--- config.mk ---
export PLATFORM = sky130hd
export DESIGN_NAME = stream_top3_min_max_bar_scaler
export DESIGN_NICKNAME = d
export VERILOG_FILES = /design/src/hdl/bsc_pkg.sv /design/src/hdl/bsc_update.sv /design/src/hdl/bsc_scale.sv /design/src/hdl/stream_top3_min_max_bar_scaler.sv
export SDC_FILE = /design/constraint.sdc
export NUM_CORES = 1
export LEC_CHECK = 0
export BUFFER_PORTS_ARGS = -buffer_cell sky130_fd_sc_hd__buf_2
export CORE_MARGIN = 1.5
export CORE_UTILIZATION = 40
export DETAILED_ROUTE_END_ITERATION = 8
export MAX_ROUTING_LAYER = met4
export PLACE_DENSITY = 0.58
export REMOVE_ABC_BUFFERS = 1
export SYNTH_ARGS = -nofsm -noshare
export SYNTH_HDL_FRONTEND = slang
export SYNTH_SLANG_ARGS = --single-unit
--- constraint.sdc ---
create_clock -name i_clk -period 11 [get_ports i_clk]
set_input_delay 0.55 -clock i_clk [delete_from_list [all_inputs] [get_ports i_clk]]
set_output_delay 0.55 -clock i_clk [all_outputs]
set_load 0.01 [all_outputs]
--- src/hdl/bsc_pkg.sv ---
// Shared types and constants of the top-3 min/max tracker and bar scaler.
`timescale 1ns / 1ps

package bsc_pkg;

    // Field widths
    localparam int SAMPLE_W = 16;
    localparam int CNT_W    = 16;
    localparam int WIDTH_W  = 10;
    localparam int BAR_W    = 9;
    localparam int SPAN_W   = 9;

    // Scaling constants
    localparam int RANGE_LIMIT = 112;
    localparam int MAG_W       = $clog2(RANGE_LIMIT + 1);
    localparam int PROD_W      = MAG_W + SPAN_W;

    // Divide by RANGE_LIMIT as a multiply by a rounded-up reciprocal.
    // Exact while product * (rounding error) < 2^shift, i.e. for all PROD_W-bit products.
    localparam int RECIP_SHIFT = PROD_W + MAG_W;
    localparam int RECIP_W     = RECIP_SHIFT + 1;
    localparam logic [RECIP_W-1:0] RECIP_MULT = RECIP_W'(
        ((64'd1 << RECIP_SHIFT) + 64'(RANGE_LIMIT) - 64'd1) / 64'(RANGE_LIMIT));

    // Display width limits and reset value
    localparam logic [WIDTH_W-1:0] WIDTH_MIN     = WIDTH_W'(5);
    localparam logic [WIDTH_W-1:0] WIDTH_MAX     = WIDTH_W'(512);
    localparam logic [WIDTH_W-1:0] BAR_MARGIN    = WIDTH_W'(4);
    localparam logic [WIDTH_W-1:0] DISPLAY_RESET = WIDTH_W'(80);

    typedef logic signed [SAMPLE_W-1:0] t_sample;

    // End-of-set sentinel sample
    localparam t_sample SENTINEL = 16'sd9999;

    // Item after the tracker update, before the bar divide
    typedef struct packed {
        logic [PROD_W-1:0] prod;
        logic              neg;
        logic              over;
        logic              end_mark;
        t_sample           low0;
        t_sample           low1;
        t_sample           low2;
        t_sample           high0;
        t_sample           high1;
        t_sample           high2;
        logic [CNT_W-1:0]  inv_cnt;
        logic [CNT_W-1:0]  pos_cnt;
    } t_stage1;

    // Finished result item
    typedef struct packed {
        logic [BAR_W-1:0]  bar;
        logic              neg;
        logic              over;
        logic              end_mark;
        t_sample           low0;
        t_sample           low1;
        t_sample           low2;
        t_sample           high0;
        t_sample           high1;
        t_sample           high2;
        logic [CNT_W-1:0]  inv_cnt;
        logic [CNT_W-1:0]  pos_cnt;
    } t_result;

endpackage

--- src/hdl/bsc_update.sv ---
// Tracker and counter state, per-item update and the magnitude * span product.
`timescale 1ns / 1ps

module bsc_update
    import bsc_pkg::*;
(
    input  logic                i_clk,
    input  logic                i_rst_n,
    input  logic                i_advance,
    input  t_sample             i_sample,
    input  logic                i_first,
    input  logic [WIDTH_W-1:0]  i_display_width,
    output t_stage1             o_stage
);

    t_sample           r_low  [3];
    t_sample           r_high [3];
    logic [CNT_W-1:0]  r_inv;
    logic [CNT_W-1:0]  r_pos;
    t_stage1           r_stage;

    t_sample           base_low  [3];
    t_sample           base_high [3];
    logic [CNT_W-1:0]  base_inv;
    logic [CNT_W-1:0]  base_pos;
    t_sample           n_low  [3];
    t_sample           n_high [3];
    logic [CNT_W-1:0]  n_inv;
    logic [CNT_W-1:0]  n_pos;
    logic              is_end;
    logic              is_neg;
    logic              is_over;
    logic [SAMPLE_W:0] abs_val;
    logic [MAG_W-1:0]  mag;
    logic [CNT_W:0]    inv_sum;
    logic [WIDTH_W-1:0] width_cl;
    logic [SPAN_W-1:0] span;
    logic [PROD_W-1:0] prod;

    // Seed selection: first item of a set restarts everything from this sample
    always_comb begin
        for (int i = 0; i < 3; i++) begin
            base_low[i]  = i_first ? i_sample : r_low[i];
            base_high[i] = i_first ? i_sample : r_high[i];
        end
        base_inv = i_first ? '0 : r_inv;
        base_pos = i_first ? '0 : r_pos;
    end

    assign is_end = (i_sample == SENTINEL);

    // Shift-insert into the three smallest
    always_comb begin
        for (int i = 0; i < 3; i++) n_low[i] = base_low[i];
        if (!is_end) begin
            priority if (i_sample < base_low[0]) begin
                n_low[2] = base_low[1];
                n_low[1] = base_low[0];
                n_low[0] = i_sample;
            end else if (i_sample < base_low[1]) begin
                n_low[2] = base_low[1];
                n_low[1] = i_sample;
            end else if (i_sample < base_low[2]) begin
                n_low[2] = i_sample;
            end
        end
    end

    // Shift-insert into the three largest
    always_comb begin
        for (int i = 0; i < 3; i++) n_high[i] = base_high[i];
        if (!is_end) begin
            priority if (i_sample > base_high[0]) begin
                n_high[2] = base_high[1];
                n_high[1] = base_high[0];
                n_high[0] = i_sample;
            end else if (i_sample > base_high[1]) begin
                n_high[2] = base_high[1];
                n_high[1] = i_sample;
            end else if (i_sample > base_high[2]) begin
                n_high[2] = i_sample;
            end
        end
    end

    // Magnitude, range clamp and flags
    assign is_neg  = !is_end && i_sample[SAMPLE_W-1];
    assign abs_val = i_sample[SAMPLE_W-1] ? ((SAMPLE_W+1)'(0) - {i_sample[SAMPLE_W-1], i_sample})
                                          : {1'b0, i_sample};
    assign is_over = !is_end && (abs_val > (SAMPLE_W+1)'(RANGE_LIMIT));
    assign mag     = (abs_val > (SAMPLE_W+1)'(RANGE_LIMIT)) ? MAG_W'(RANGE_LIMIT)
                                                            : abs_val[MAG_W-1:0];

    // Saturating counters
    assign inv_sum = {1'b0, base_inv} + (CNT_W+1)'(is_neg) + (CNT_W+1)'(is_over);
    assign n_inv   = inv_sum[CNT_W] ? '1 : inv_sum[CNT_W-1:0];
    assign n_pos   = (is_end || (&base_pos)) ? base_pos : base_pos + CNT_W'(1);

    // Bar span from the clamped display width
    always_comb begin
        priority if (i_display_width < WIDTH_MIN) width_cl = WIDTH_MIN;
        else if (i_display_width > WIDTH_MAX)     width_cl = WIDTH_MAX;
        else                                      width_cl = i_display_width;
    end
    assign span = SPAN_W'(width_cl - BAR_MARGIN);
    assign prod = PROD_W'(mag) * PROD_W'(span);

    // State registers
    always_ff @(posedge i_clk) begin
        if (!i_rst_n) begin
            for (int i = 0; i < 3; i++) begin
                r_low[i]  <= '0;
                r_high[i] <= '0;
            end
            r_inv <= '0;
            r_pos <= '0;
        end else if (i_advance) begin
            for (int i = 0; i < 3; i++) begin
                r_low[i]  <= n_low[i];
                r_high[i] <= n_high[i];
            end
            r_inv <= n_inv;
            r_pos <= n_pos;
        end
    end

    // Stage register toward the divide
    always_ff @(posedge i_clk) begin
        if (i_advance) begin
            r_stage.prod     <= prod;
            r_stage.neg      <= is_neg;
            r_stage.over     <= is_over;
            r_stage.end_mark <= is_end;
            r_stage.low0     <= n_low[0];
            r_stage.low1     <= n_low[1];
            r_stage.low2     <= n_low[2];
            r_stage.high0    <= n_high[0];
            r_stage.high1    <= n_high[1];
            r_stage.high2    <= n_high[2];
            r_stage.inv_cnt  <= n_inv;
            r_stage.pos_cnt  <= n_pos;
        end
    end

    assign o_stage = r_stage;

    // Trackers stay ordered
    a_low_sorted: assert property (@(posedge i_clk) disable iff (!i_rst_n)
        (r_low[0] <= r_low[1]) && (r_low[1] <= r_low[2]))
        else $error("low tracker out of order");

    a_high_sorted: assert property (@(posedge i_clk) disable iff (!i_rst_n)
        (r_high[0] >= r_high[1]) && (r_high[1] >= r_high[2]))
        else $error("high tracker out of order");

    // Invalid items are always counted items
    a_inv_needs_pos: assert property (@(posedge i_clk) disable iff (!i_rst_n)
        (r_pos == '0) |-> (r_inv == '0))
        else $error("invalid count without item count");

endmodule

--- src/hdl/bsc_scale.sv ---
// Bar width: product divided by the range limit via reciprocal multiply, plus one.
`timescale 1ns / 1ps

module bsc_scale
    import bsc_pkg::*;
(
    input  logic     i_clk,
    input  logic     i_advance,
    input  t_stage1  i_stage,
    output t_result  o_result
);

    logic [PROD_W+RECIP_W-1:0] quot_full;
    logic [BAR_W-1:0]          n_bar;
    t_result                   r_result;

    // floor(prod / RANGE_LIMIT) + 1, zero on the sentinel
    assign quot_full = (PROD_W+RECIP_W)'(i_stage.prod) * (PROD_W+RECIP_W)'(RECIP_MULT);
    assign n_bar     = i_stage.end_mark ? '0
                                        : quot_full[RECIP_SHIFT +: BAR_W] + BAR_W'(1);

    // Result register
    always_ff @(posedge i_clk) begin
        if (i_advance) begin
            r_result.bar      <= n_bar;
            r_result.neg      <= i_stage.neg;
            r_result.over     <= i_stage.over;
            r_result.end_mark <= i_stage.end_mark;
            r_result.low0     <= i_stage.low0;
            r_result.low1     <= i_stage.low1;
            r_result.low2     <= i_stage.low2;
            r_result.high0    <= i_stage.high0;
            r_result.high1    <= i_stage.high1;
            r_result.high2    <= i_stage.high2;
            r_result.inv_cnt  <= i_stage.inv_cnt;
            r_result.pos_cnt  <= i_stage.pos_cnt;
        end
    end

    assign o_result = r_result;

endmodule

--- src/hdl/stream_top3_min_max_bar_scaler.sv ---
// Top level: stream ports, input register, three-stage pipeline control, config register.
//
//  Channel   Dir  Handshake                  Payload
//  s_axis    in   s_axis_tvalid/tready       tdata: sample; tuser: first_of_set
//  m_axis    out  m_axis_tvalid/tready       tdata: bar..item_number; tlast: end_of_set
//  cfg       in   i_cfg_we                   i_cfg_wdata: display_width
//
//  One item per cycle sustained while m_axis_tready stays high; a result passes through three
//  registered stages in order (input register, tracker update + product, reciprocal divide).
//  Tracker state is updated as an item leaves the input register, so items chain in order.
//  Each stage holds while the next is full and stalled; tready ripples back from m_axis_tready.
//  Synchronous active-low reset clears trackers, counters, valids; display_width -> 80.
`timescale 1ns / 1ps

module stream_top3_min_max_bar_scaler
    import bsc_pkg::*;
(
    input  logic                i_clk,
    input  logic                i_rst_n,
    // config
    input  logic                i_cfg_we,
    input  logic [WIDTH_W-1:0]  i_cfg_wdata,
    // input stream
    input  logic                s_axis_tvalid,
    output logic                s_axis_tready,
    input  logic [15:0]         s_axis_tdata,   // [15:0] sample
    input  logic                s_axis_tuser,   // [0] first_of_set
    // output stream
    output logic                m_axis_tvalid,
    input  logic                m_axis_tready,
    // [8:0] bar_width, [9] was_negative, [10] was_over_range, [26:11] smallest,
    // [42:27] second_smallest, [58:43] third_smallest, [74:59] largest,
    // [90:75] second_largest, [106:91] third_largest, [122:107] invalid_total,
    // [138:123] item_number, [143:139] zero
    output logic [143:0]        m_axis_tdata,
    output logic                m_axis_tlast    // end_of_set
);

    logic               r_in_valid;
    logic               r_s1_valid;
    logic               r_out_valid;
    t_sample            r_sample;
    logic               r_first;
    logic [WIDTH_W-1:0] r_display_width;

    logic               in_acc;
    logic               out_ready;
    logic               s1_ready;
    logic               s0_adv;
    logic               s1_adv;
    t_stage1            stage1;
    t_result            result;

    // Pipeline handshake
    assign out_ready     = !r_out_valid || m_axis_tready;
    assign s1_adv        = r_s1_valid && out_ready;
    assign s1_ready      = !r_s1_valid || out_ready;
    assign s0_adv        = r_in_valid && s1_ready;
    assign s_axis_tready = !r_in_valid || s1_ready;
    assign in_acc        = s_axis_tvalid && s_axis_tready;

    always_ff @(posedge i_clk) begin
        if (!i_rst_n) begin
            r_in_valid  <= 1'b0;
            r_s1_valid  <= 1'b0;
            r_out_valid <= 1'b0;
        end else begin
            r_in_valid  <= in_acc || (r_in_valid && !s0_adv);
            r_s1_valid  <= s0_adv || (r_s1_valid && !s1_adv);
            r_out_valid <= s1_adv || (r_out_valid && !m_axis_tready);
        end
    end

    // Input register
    always_ff @(posedge i_clk) begin
        if (in_acc) begin
            r_sample <= s_axis_tdata;
            r_first  <= s_axis_tuser;
        end
    end

    // Display width register
    always_ff @(posedge i_clk) begin
        if (!i_rst_n) begin
            r_display_width <= DISPLAY_RESET;
        end else if (i_cfg_we) begin
            r_display_width <= i_cfg_wdata;
        end
    end

    bsc_update u_update (
        .i_clk           (i_clk),
        .i_rst_n         (i_rst_n),
        .i_advance       (s0_adv),
        .i_sample        (r_sample),
        .i_first         (r_first),
        .i_display_width (r_display_width),
        .o_stage         (stage1)
    );

    bsc_scale u_scale (
        .i_clk     (i_clk),
        .i_advance (s1_adv),
        .i_stage   (stage1),
        .o_result  (result)
    );

    // Output packing
    assign m_axis_tvalid = r_out_valid;
    assign m_axis_tlast  = result.end_mark;
    assign m_axis_tdata  = {5'b0, result.pos_cnt, result.inv_cnt,
                            result.high2, result.high1, result.high0,
                            result.low2, result.low1, result.low0,
                            result.over, result.neg, result.bar};

    // Counted items always draw a bar of at least one
    a_bar_nonzero: assert property (@(posedge i_clk) disable iff (!i_rst_n)
        (m_axis_tvalid && !m_axis_tlast) |-> (result.bar != '0))
        else $error("zero bar on a data item");

    // Sentinel result carries no bar and no flags
    a_end_clean: assert property (@(posedge i_clk) disable iff (!i_rst_n)
        (m_axis_tvalid && m_axis_tlast) |-> (result.bar == '0 && !result.neg && !result.over))
        else $error("sentinel result with bar or flags");

    // An item moves out of the input register only when stage one can take it
    a_no_overrun: assert property (@(posedge i_clk) disable iff (!i_rst_n)
        (r_s1_valid && !out_ready) |-> !s0_adv)
        else $error("stage one overwritten while stalled");

endmodule

Word level (Yosys, flattened, before mapping)
Memory sizes are Yosys's and may differ from the RTL's. Index checks and enable logic that the tools add are counted.

Add/subtract/negate cells: 6. Equality and inequality tests: 1. $lt $le $gt $ge: 9. Reduce and logical (&&, ||, !) cells: 23. Mux-type cells: 36. Multipliers: 2. Bitwise logic cells: 6.

Operator list (number): $mux 16 (24); $mux 48 (2); $mux 32 (2); $gt 16x16->1 (3); $lt 16x16->1 (3); $mul 16x17->32 const B (1); $mux 9 (2); $add 16x1->17 (1); $add 17x1->17 (1); $gt 17x7->1 const B (1); $mux 17 (1); $sub 1x16->17 const A (1); $add 16x1->16 const B (1); $eq 16x15->1 const B (1); $mul 7x9->16 (1); $reduce_and 16->1 (1); $gt 10x10->1 const B (1); $lt 10x3->1 const B (1); $add 9x1->9 const B (1); $sub 9x3->9 const B (1); $logic_and 1x1->1 (8); $logic_not 1->1 (7); $logic_or 1x1->1 (7); $mux 7 (1); other kinds (2) (10).

Memories: 2. Flip-flop bits (word level): 349. Memory bits (writable): 96. Input bits: 32.

Memory list: u_update.r_high (depth 3, bits a word 16, read ports 3, clocked after Yosys merged registers in 0, wr ports 3, line bsc_update.sv:17) `t_sample r_high [3];`; u_update.r_low (depth 3, bits a word 16, read ports 3, clocked after Yosys merged registers in 0, wr ports 3, line bsc_update.sv:16) `t_sample r_low [3];`.

Logic depth before layout (Yosys ltp)
Depth after elaboration: 8. Mapped depth: 30. Depth with buffers taken out: 28.

Hierarchy
From an unflattened synthesis, not the netlist that was laid out.

Cells, all modules: 2274. Area total of the unflattened synthesis: 26350.3 um2.

Modules (own cells, without submodules): bsc_update (sequential area each 7937.6 um2, cells each 1683, instances 1, area each 17534.3 um2); bsc_scale (sequential area each 4204.0 um2, cells each 523, instances 1, area each 7761.2 um2); stream_top3_min_max_bar_scaler (sequential area each 770.7 um2, cells each 68, instances 1, area each 1054.8 um2).

Least setup slack after synthesis
Ideal clock, no wire load.

Kind: input to register. Start: in m_axis_tready. End: reg u_scale.r_result (netlist bit u_scale.o_result[0]) (enable). Data arrival time: 6.817 ns. Required time: 10.343 ns. Setup time: 0.657 ns. Cell stages on the path: 2. Slack: 3.526 ns. Path through: nor2b_1 -> nor2b_1.

Cells in the longest elaborated chain, start to end: 2.

Ends and longest elaborated chain: start, declared (line stream_top3_min_max_bar_scaler.sv:30) `input logic m_axis_tready,`; $logic_or 1x1->1 (line stream_top3_min_max_bar_scaler.sv:55) `assign out_ready = !r_out_valid || m_axis_tready;`; $logic_and 1x1->1 (line stream_top3_min_max_bar_scaler.sv:56) `assign s1_adv = r_s1_valid && out_ready;`; via s1_adv (line stream_top3_min_max_bar_scaler.sv:50) `logic s1_adv;`; end, declared (line bsc_scale.sv:15) `t_result r_result;`.

The timed path passes the listed nets, and every way through them passes these cells. A chain may end at the register's enable or synchronous reset.

Worst setup path after layout
Start: reg r_sample[1]. End: reg u_update.r_stage (netlist bit u_update.o_stage[146]), data pin.

Cells in the longest elaborated chain, start to end: 5.

Ends and longest elaborated chain: start, declared (line stream_top3_min_max_bar_scaler.sv:42) `t_sample r_sample;`; start signal, assigned (line stream_top3_min_max_bar_scaler.sv:77) `r_sample <= s_axis_tdata;`; $sub 1x16->17 (line bsc_update.sv:88) `assign abs_val = i_sample[SAMPLE_W-1] ? ((SAMPLE_W+1)'(0) - {i_sample[SAMPLE_W-1], i_sample})`; $mux 17 (*) (line bsc_update.sv:88); $gt 17x7->1 (line bsc_update.sv:91) `assign mag = (abs_val > (SAMPLE_W+1)'(RANGE_LIMIT)) ? MAG_W'(RANGE_LIMIT)`; $mux 7 (*) (line bsc_update.sv:91); $mul 7x9->16 (*) (line bsc_update.sv:106) `assign prod = PROD_W'(mag) * PROD_W'(span);`; via u_update.prod[15] (line bsc_update.sv:38) `logic [PROD_W-1:0] prod;`; end, declared (line bsc_update.sv:20) `t_stage1 r_stage;`.

The timed path passes the listed nets; every way through them passes the cells marked *.

==> results.rst <==
.. list-table::
   :header-rows: 1

   * - Metric
     - Value
   * - Area fraction of the dominant cell type after synthesis
     - 0.461
   * - Global route overflow
     - 0
   * - Number of standard-cell rows in the floorplan
     - 93
   * - Worst clock skew
     - 68.2 ps
   * - Overall power
     - 0.00841 W
   * - Post-CTS Repair Setup Buffers
     - 0
   * - Worst setup startpoint
     - r_sample[1]
   * - Root cell of the clock tree
     - clkbuf_16
   * - Height of the die
     - approximately 260 µm
   * - Proportion of synthesized chip area in sequential cells
     - 0.495
   * - Overall track demand over capacity in global routing
     - 0.206
   * - Leakage power of the design
     - 11.9 nW
   * - Dominant cell type by area after synthesis
     - edfxtp_1
   * - Placeable core area
     - 0.0645 mm²
   * - TritonCTS clock tree
     - built
   * - EDFF count, synth
     - 400
   * - Pwr dens
     - roughly 280 mW/mm²
   * - Clock latency reported for the late side of the worst-skew pair
     - about 620 ps
   * - Unrepaired setup endpoints after global routing
     - no
   * - Library cell contributing the largest single delay on the critical path
     - o2111a_1
   * - Worst path max stage delay
     - 850 ps
   * - Setup TNS
     - 0 ps
   * - Launch instance of the worst register-to-register path
     - r_sample[1]
   * - DR vias/cell
     - approximately 5.5
   * - Starting density of the core
     - 0.404
   * - Chip width
     - around 260 µm
   * - Routability-driven placement congestion ratio
     - 0.885
   * - Commonest register cell after synthesis
     - edfxtp_1
   * - DRC violation total after the first TritonRoute iteration
     - 1,523
   * - Most common library cell in the layout ignoring fill and taps
     - edfxtp_1
   * - Syn_area_per_cell
     - roughly 12 µm²
   * - Reported max-cap violation count
     - 0
   * - Length in cells of the worst reg-to-reg path
     - 28
   * - Final period util
     - 0.737
   * - Post-detailed-route DRC marker count
     - 0
   * - Path type of the worst min-delay path
     - in -> reg
   * - Critical Path RT
     - 11,390 ps
   * - Setup Slack @ Placement
     - 2930 ps
   * - Number of iterations in the first detailed-routing pass
     - 7
   * - Final layout net count
     - about 2,800
   * - Post-route setup slack
     - 2890 ps
   * - Setup-failing EPs final
     - 0
   * - Routed wire length
     - 66.8 mm
   * - Max-slew headroom
     - 0.223
   * - Highest clock frequency the design can meet
     - 123 MHz
   * - Hold bufs inserted after CTS
     - 0
   * - HPWL reported at the end of detailed placement
     - between 40 and 50 mm
   * - Top library cells by usage in the layout, fill and taps aside
     - 400 x edfxtp_1, 251 x ha_1, 199 x a21oi_1
   * - Wire length of the first global-routing pass
     - 105 mm
   * - Finished layout cell area
     - 0.0295 mm²
   * - Tightest Pin Transition
     - 1160 ps
   * - Cts repair resizes
     - 0
   * - Post-detailed-route count of antenna-violating nets
     - 0
   * - Area enclosed by the die boundary
     - 0.0667 mm²
   * - Routed wire length per instance
     - 20.3 µm
   * - Crit Path Category
     - reg -> reg
   * - Critical Path Sink Type
     - flip-flop
   * - Initial antenna violation count
     - 0
   * - Hold Path Cell Cnt
     - 1
   * - Status
     - complete, no violations
   * - Count of clock tree sinks
     - 445
   * - Instance count of the mapped netlist
     - ~2,200
   * - Hold Violations, Final
     - 0
   * - CTS max path bufs
     - 3
   * - Min cycle time layout
     - 8110 ps
   * - Vias
     - 18,200
   * - Vias in the first global route
     - 18,300
   * - Count of state elements after synthesis
     - 445
   * - Number of fill cells in the layout
     - 5,928
   * - Ant. Diodes
     - 0
   * - Fraction of layout instances using a drive strength above 1
     - 0.138
   * - Number of top-level pins
     - approximately 180
   * - Maximum resistive drop on vdd
     - 0.434 mV
   * - Maximum fanout encountered on the critical timing path
     - 26
   * - Port-buffer cells
     - around 170
   * - Synth Cell Area
     - between 0.02 and 0.03 mm²
   * - Max-slew violation total from the final report
     - 0
   * - CTS clk-pin slew, worst paths
     - 60 ps
   * - Startpoint of the tightest hold check path
     - s_axis_tdata[15]
   * - Crit path DAT
     - between 8000 and 9000 ps
   * - Crit path launch type
     - flip-flop
   * - Reg2reg end
     - u_update.o_stage[146]
   * - Placement Cell Area
     - 0.0278 mm²
   * - Crit path top cell by count
     - inv_1
   * - Distinct cells, synth
     - 98
   * - Maximum number of pins on one net before global-route repair
     - 70
   * - Synthesis-to-layout area growth
     - 13.3%
   * - Biggest area contributors in the synthesized netlist
     - edfxtp_1 46%, ha_1 12%, fa_1 6.1%, a21oi_1 3.8%, dfxtp_1 3.5%
   * - Number of clock buffers inserted by TritonCTS
     - 50
   * - Number of H-tree levels
     - 2
   * - Reg-to-reg slack, setup
     - about 2900 ps
   * - Endpoint, Worst Hold
     - r_sample[15]
   * - Synth async-reset ratio
     - 0
   * - Number of warnings reported in the yosys synthesis log
     - 0
==> worst max path at each step <==
stage	end	slack, ps	depth (start not counted)
after detailed placement	u_update.o_stage[146]	2930	28
after global routing	u_update.o_stage[146]	2270	28
after floorplan	u_update.r_low[0][33]	3450	6
after CTS	u_update.o_stage[146]	2850	28
after global placement	u_update.o_stage[146]	3150	28
final	u_update.o_stage[146]	2890	28
==> cells by family (layout without fill, tap and decap cells) <==
| family | after synthesis | in the layout | share of synthesized area |
|---|---|---|---|
| compound gates | 524 | 524 | 0.140 |
| mux | 19 | 19 | 0.00744 |
| flops | 445 | 445 | 0.495 |
| other cells | 1 | 5 | 0.000144 |
| buf+inv | 262 | 453 | 0.0404 |
| simple gates | 597 | 597 | 0.115 |
| fa+ha+maj | 330 | 330 | 0.181 |
| xor+xnor | 60 | 60 | 0.0202 |
==> metal layers <==
layer | vias up | track usage | wire length (µm)
met5 | - | - | 0
met2 | 608 | 0.327 | 31400
met4 | 0 | 0.0619 | 1630
li1 | 8581 | - | -
met1 | 8869 | 0.273 | 29900
met3 | 111 | 0.0304 | 3920
==> flip-flops by register name, summed over array words and instances (netlist names), 10 cells and up <==
register          count
r_display_width      10
r_sample             16
u_scale.o_result    140
u_update.o_stage    147
u_update.r_high      48
u_update.r_inv       16
u_update.r_low       48
u_update.r_pos       16
==> power by group <==
| group | leakage [nW] | internal [W] | switching, W |
|---|---|---|---|
| Sequential | 4.21 | 0.00206 | 0.0000731 |
| Combinational | 6.86 | 0.00185 | 0.00271 |
| Clock | 0.830 | 0.00100 | 0.000711 |
==> cell usage after synthesis (11+ instances only) <==
cell type,instances
inv_1,150
o211a_1,16
a21oi_1,199
o21ai_1,12
buf_1,11
a31oi_1,16
fa_1,79
xor2_1,27
edfxtp_1,400
nor2_1,187
dfxtp_1,45
o22ai_1,20
nor3_1,32
a2111oi_1,14
nand4_1,28
nor2b_1,40
and2_1,58
a21boi_0,11
nor3b_1,14
mux2i_1,16
ha_1,251
and3_1,28
xnor2_1,33
o21ai_0,37
buf_2,16
a21o_1,33
nand2b_1,21
clkbuf_1,73
nand2_1,103
nand3_1,37
a211oi_1,52
==> area by class of cell <==
class | instances | area [µm²] | area share
flip-flops and latches | 445 | 12900 | 0.437
multi-input cells | 1535 | 12200 | 0.412
clock buffers | 64 | 1350 | 0.0458
repair buffers | 207 | 1120 | 0.0380
well taps | 855 | 1070 | 0.0362
inverters | 152 | 576 | 0.0195
clock inverters | 30 | 347 | 0.0117
==> per-stage QoR <==
| stage | utilization | hold slack [ps] | cells |
|---|---|---|---|
| global placement | 0.432 | 403 | 3194 |
| global route | 0.458 | 75.7 | 3288 |
| finish | 0.458 | 108 | 3288 |
| CTS | 0.458 | 64.5 | 3288 |
| detailed placement | 0.432 | 405 | 3194 |
| floorplan | - | 400 | 2132 |
==> critical path: cells and delay by family, from the launching register on <==
kind / cells / cell delay [ps]
flip-flops: 1 / 680
buffers and inverters: 5 / 410
adder cells (fa/ha/maj): 6 / 2300
AO/OA/AOI/OAI: 10 / 2740
AND/OR/NAND/NOR: 7 / 1730
No activity file was read; power rests on OpenSTA's default activity.
